## src/sv/pir_pkg.sv

```systemverilog
// Package for the photometric interaction row block: item types, constants, rounding.
`timescale 1ns / 1ps

package pir_pkg;

    // Configuration port
    localparam int unsigned ADDR_W = 3;
    localparam logic REG_INV_DEPTH = 1'b0;           // register index, paddr[2]
    localparam logic [15:0] INV_DEPTH_RST = 16'd4096; // 1.0 in Q4.12

    // Accumulator width for rounding; every entry stays well below 2^59
    localparam int unsigned ACC_W = 60;

    localparam logic signed [31:0] SAT_MAX = 32'sh7FFF_FFFF;
    localparam logic signed [31:0] SAT_MIN = 32'sh8000_0000;

    // Fraction bits dropped when going to Q24.8
    localparam int unsigned SH_V  = 12;  // Q.20
    localparam int unsigned SH_VZ = 26;  // Q.34
    localparam int unsigned SH_W  = 28;  // Q.36
    localparam int unsigned SH_WZ = 14;  // Q.22

    typedef struct packed {
        logic signed [23:0] grad_x;
        logic signed [23:0] grad_y;
        logic signed [15:0] coord_x;
        logic signed [15:0] coord_y;
        logic               last_pixel;
    } pir_in_t;

    typedef struct packed {
        logic signed [31:0] rate_vx;
        logic signed [31:0] rate_vy;
        logic signed [31:0] rate_vz;
        logic signed [31:0] rate_wx;
        logic signed [31:0] rate_wy;
        logic signed [31:0] rate_wz;
        logic               last_row;
    } pir_out_t;

    // Round to nearest (ties up) by dropping sh bits, then clip to 32 bits
    function automatic logic signed [31:0] round_sat(input logic signed [ACC_W-1:0] v,
                                                     input int unsigned sh);
        logic signed [ACC_W:0] t;
        logic signed [ACC_W:0] r;
        t = (ACC_W+1)'(v) + ((ACC_W+1)'(1) << (sh - 1));
        r = t >>> sh;
        if ((&r[ACC_W:31]) || !(|r[ACC_W:31])) begin
            return r[31:0];
        end else if (r[ACC_W]) begin
            return SAT_MIN;
        end else begin
            return SAT_MAX;
        end
    endfunction

endpackage

```

## src/sv/pir_cfg.sv

```systemverilog
// APB register bank holding the inverse depth.
`timescale 1ns / 1ps

module pir_cfg
    import pir_pkg::*;
(
    input  logic              aclk,
    input  logic              aresetn,
    input  logic              psel,
    input  logic              penable,
    input  logic              pwrite,
    input  logic [ADDR_W-1:0] paddr,
    input  logic [31:0]       pwdata,
    output logic [31:0]       prdata,
    output logic              pready,
    output logic [15:0]       inv_depth
);

    logic [15:0] inv_depth_reg;
    logic [15:0] inv_depth_next;
    logic        wr_en;

    assign pready = 1'b1;
    assign wr_en  = psel && penable && pwrite && (paddr[2] == REG_INV_DEPTH);

    always_comb begin
        inv_depth_next = inv_depth_reg;
        if (wr_en) begin
            inv_depth_next = pwdata[15:0];
        end
    end

    always_ff @(posedge aclk) begin
        if (!aresetn) begin
            inv_depth_reg <= INV_DEPTH_RST;
        end else begin
            inv_depth_reg <= inv_depth_next;
        end
    end

    always_comb begin
        unique case (paddr[2])
            REG_INV_DEPTH: prdata = {16'd0, inv_depth_reg};
            default:       prdata = 32'd0;
        endcase
    end

    assign inv_depth = inv_depth_reg;

endmodule

```

## config.mk

```make
export PLATFORM = sky130hd
export DESIGN_NAME = pir_cfg
export DESIGN_NICKNAME = d
export VERILOG_FILES = /design/src/sv/pir_pkg.sv /design/src/sv/pir_cfg.sv
export SDC_FILE = /design/constraint.sdc
export NUM_CORES = 1
export LEC_CHECK = 0
export BUFFER_PORTS_ARGS = -buffer_cell sky130_fd_sc_hd__buf_2
export CORE_MARGIN = 1
export CORE_UTILIZATION = 35
export CTS_BUF_LIST = sky130_fd_sc_hd__clkbuf_16
export DETAILED_ROUTE_END_ITERATION = 10
export PLACE_DENSITY = 0.77
export SLEW_MARGIN = 20
export SYNTH_ARGS = -nofsm -noshare
export SYNTH_HDL_FRONTEND = slang
export SYNTH_SLANG_ARGS = --single-unit
```

## constraint.sdc

```tcl
create_clock -name aclk -period 0.9 [get_ports aclk]
set_input_delay 0.045 -clock aclk [delete_from_list [all_inputs] [get_ports aclk]]
set_output_delay 0.045 -clock aclk [all_outputs]
set_load 0.05 [all_outputs]
```

---- Word-level counts from Yosys, hierarchy flattened ----
Cells that the tools add are included.
storage, ports and cells
  input port bits ......................... 40
  word-level logic and storage cells ...... 6
  register bits after elaboration ......... 16
cells by class
  multiplexer cells ....................... 1
  bitwise operators ....................... 1
  reduce and logical (&&, ||, !) cells .... 3
operators with widths
  cell                 count
  $mux W16             1
  $logic_and A1 B1 Y1  3
  $not A1 Y1           1

---- Logic depth before layout (Yosys ltp) ----
  depth after elaboration ................. 3
  gate-level depth with buffers ........... 4
  mapped depth without buffers ............ 2

---- Worst setup path after synthesis ----
OpenSTA, ideal clock, no wires.
  path type ............................... register -> output
  start ................................... register inv_depth_reg[12] (netlist: inv_depth[12])
  end ..................................... output prdata[12]
  arrival ................................. 1410 ps
  buffers on the path ..................... 0
  stages on the path, launching flop included .. 2
  data required time ...................... 855 ps
  path slack .............................. -555 ps
  cells stage by stage .................... dfxtp_1 > nor2b_1
between the ends
  cells in the longest elaborated chain, start to end .. 1
RTL lines
  what                    RTL line       source
  from (decl)             pir_cfg.sv:19  logic [15:0] inv_depth_reg;
  from (signal assigned)  pir_cfg.sv:37  inv_depth_reg <= inv_depth_next;
  $mux W16                pir_cfg.sv:42  unique case (paddr[2])
  to (decl)               pir_cfg.sv:14  output logic [31:0] prdata,
Every way passes these cells.

---- Final worst setup path ----
  start ................................... register inv_depth_reg[0] (netlist: inv_depth[0])
  end ..................................... output prdata[0]
The elaborated chain is that of the path after synthesis.

==> results.tsv <==
stage	metric	value	unit
status	outcome	complete, but fails checks	
status	violations	setup timing	
pwr	p_comb_share	23.2	%
synth	ys_types	11	
placed_design	place_hpwl	1460	um
synth	yosysTopAreaCell	dfxtp_1	
floorplan	die_y	53.1	um
sta	fin_crit_sh	105	%
global_routing	grt_antenna_before_repair	0	
placed_design	portBuffers	53	
route	drt-total-wl	2030	um
synth	synth_seq_cells	16	
synth	synth_commonest_cells	nand2_1 (30), buf_4 (17), dfxtp_1 (16), mux2i_1 (16), nor2b_1 (12)	
pwr	powerDensity	1350	nW/um^2
synth	synth_edf_count	0	
finish	nNetsFinal	202	
synth	synth_compound_area_share	0	%
global_routing	grt_max_degree	21	
pwr	pwr-share-seq	35.5	%
synth	synth_top_area_share	35.1	%
sta	fmax	1.06	GHz
floorplan	core	2480	um^2
route	viasPerCell	4.22	
floorplan	num_rows	18	
synth	async_reset_ff_share	0	%
job	max_cap_viol_count	0	
floorplan	die_w	53.1	um
floorplan	start_util	36.8	%
finish	fill_cells	216	
synth	synth_area_leaders	dfxtp_1 (35%), mux2i_1 (18%), buf_4 (14%), nand2_1 (12%), nor2b_1 (8.2%)	
sta	worst_slack	-0.0432	ns
finish	largest_reg_flops	16	
synth	synth_seq_area_share	35.1	%
route	route.detailed.drc	0	
critical_path	critPathCaptureType	output port	
synth	yosys_warnings	0	
critical_path	crit_chain	and2b_2, buf_6	
cts	clk_latency	0.24	ns
route	routed-via-count	806	
sta	rsz0062_at_grt	true	
finish	multi_input_area	549	um^2
cts	clock_path_buffers	2	
critical_path	cp.arrival	0.90	ns
global_routing	grt_usage	14.6	%
synth	ys.flop_type	dfxtp_1	
finish	layoutNonFillerInstCount	191	
finish	insertedDiodeCount	0	
placed_design	gp_congestion	0.604	
pwr	leakage	0.694	nW
sta	fin_crit	0.943	ns
sta	finClkSkew	0	ns
synth	synth_mux_area_share	17.6	%
pwr	clkPwrFrac	41.3	%
pwr	p_int	1.42	mW
cts	cts_tree	yes	
cts	clk_pin_slew	0.05	ns
global_routing	gr-total-overflow	0	
critical_path	slowest_delay	0.32	ns
synth	synth-xor-area-share	0	%
critical_path	cpMaxStageDelayCell	dfxtp_2	
cts	ctsHoldBuffers	0	
critical_path	required	0.85	ns
pwr	p_switching	0.602	mW
cts	cts_inserted_buffers	3	
sta	setup_viol	16	
placed_design	place_area	1260	um^2
floorplan	num_io_pins	89	
synth	synth-simple-area-share	27.4	%
sta	final_hold_viol_count	0	
synth	avgSynthCellArea	8.60	um^2
pwr	switching_share	29.7	%
cts	h-tree-depth	1	
critical_path	crit_type	flip-flop to output port	
finish	fin_area	1500	um^2
global_routing	first_global_vias	693	
critical_path	critPathMaxFanout	3	
pwr	ir_drop	0.932	mV
synth	synthAdderAreaFrac	0	%
synth	synth_top_family_by_area	simple AND/OR/NAND/NOR gates	
global_routing	grt_pass1_wl	2880	um
route	dr.first_iter.drc_count	2	
cts	cts_root_buf	clkbuf_16	
route	antenna_left	0	
finish	syn_to_final_growth	64.5	%
cts	cts.sinks	16	
route	wl_per_cell	10.6	um
synth	synth_cells	106	
placed_design	dp_cells	186	
sta	report.final.slew_viol_count	0	
route	dr.pass1.iters	2	
synth	synthesis.area	912	um^2
critical_path	start_kind	flip-flop	
placed_design	dp_slack	-0.0446	ns
finish	seq_area	363	um^2
min_path	min_path_type	primary input to flip-flop	
finish	drive_gt1_share	58.4	%
floorplan	dieArea	2810	um^2
synth	yosysMostFrequentCell	nand2_1	
worst max-delay path: cells and delay by family, from the launching register on:
kind,cells,cell delay (ns)
flip-flops,1,0.32
buffers and inverters,1,0.15
AND/OR/NAND/NOR,1,0.19
placed cells by master, fill, tap and decap left out, types with 6 or more instances in the layout:
cell type and instances:
nand2_1 30, buf_2 25, conb_1 17, mux2i_1 16, clkbuf_4 12, buf_6 11
nor2b_4 10, dfxtp_4 9, dfxtp_2 7, and2b_2 6
what timing repair did:
action,4_1_cts,5_1_grt
setup endpoints to repair,16,29
buffers inserted,1,0
resized for setup,32,17
power groups by stage:
stage | sequential, mW | clock [mW] | combinational (mW)
after global routing | 0.719 | 0.907 | 0.496
after CTS | 0.717 | 0.870 | 0.462
after global placement | 0.730 | 0 | 0.439
after detailed placement | 0.731 | 0 | 0.444
final | 0.718 | 0.836 | 0.470
after floorplan | 0.786 | 0 | 0.355
through the flow:
step	total power, mW	setup TNS, ns	utilization (%)	hold WS (ns)
2_1_floorplan	1.14	-0.00613	-	0.177
3_3_place_gp	1.17	0	51.1	0.283
3_5_place_dp	1.18	-0.165	51.1	0.291
4_1_cts	2.05	-0.490	58.6	0.0351
5_1_grt	2.12	-0.894	60.6	0.0443
6_report	2.02	-0.419	60.6	0.0394
path summary, 6_finish.rpt:
path	from	to	slack, ns	cells past startpoint
max	inv_depth[0]$_SDFFE_PN0P_	prdata[0]	-0.04	2
min	pwdata[14]	inv_depth[14]$_SDFFE_PN0P_	0.04	3
min reg2reg	inv_depth[3]$_SDFFE_PN0P_	inv_depth[3]$_SDFFE_PN0P_	0.46	2
max reg2reg	inv_depth[6]$_SDFFE_PN0P_	inv_depth[6]$_SDFFE_PN0P_	0.20	3
metal layers:
metal  track usage [%]  part of all wire, %  vias up
met5                 0                    0        -
met2              27.6                   54       43
met4              7.02                 0.79        0
met3              4.60                  8.7        2
li1                  -                    -      410
met1              13.9                   37      351
kinds of logic (layout without fill, tap and decap cells):
group | count (synthesis) | in the layout
DFF | 16 | 16
and+or+nand+nor | 49 | 49
other | 2 | 17
buffers and inverters | 23 | 63
muxes | 16 | 16
area by class of cell:
| cell class | count | area share (%) |
|---|---|---|
| multi-input combinational | 82 | 36.6 |
| timing repair buffer | 59 | 31.4 |
| sequential | 16 | 24.2 |
| clock buffer | 3 | 5.00 |
| tap | 30 | 2.50 |
| clock inverter | 1 | 0.250 |
(Power assumes the default switching activity.)
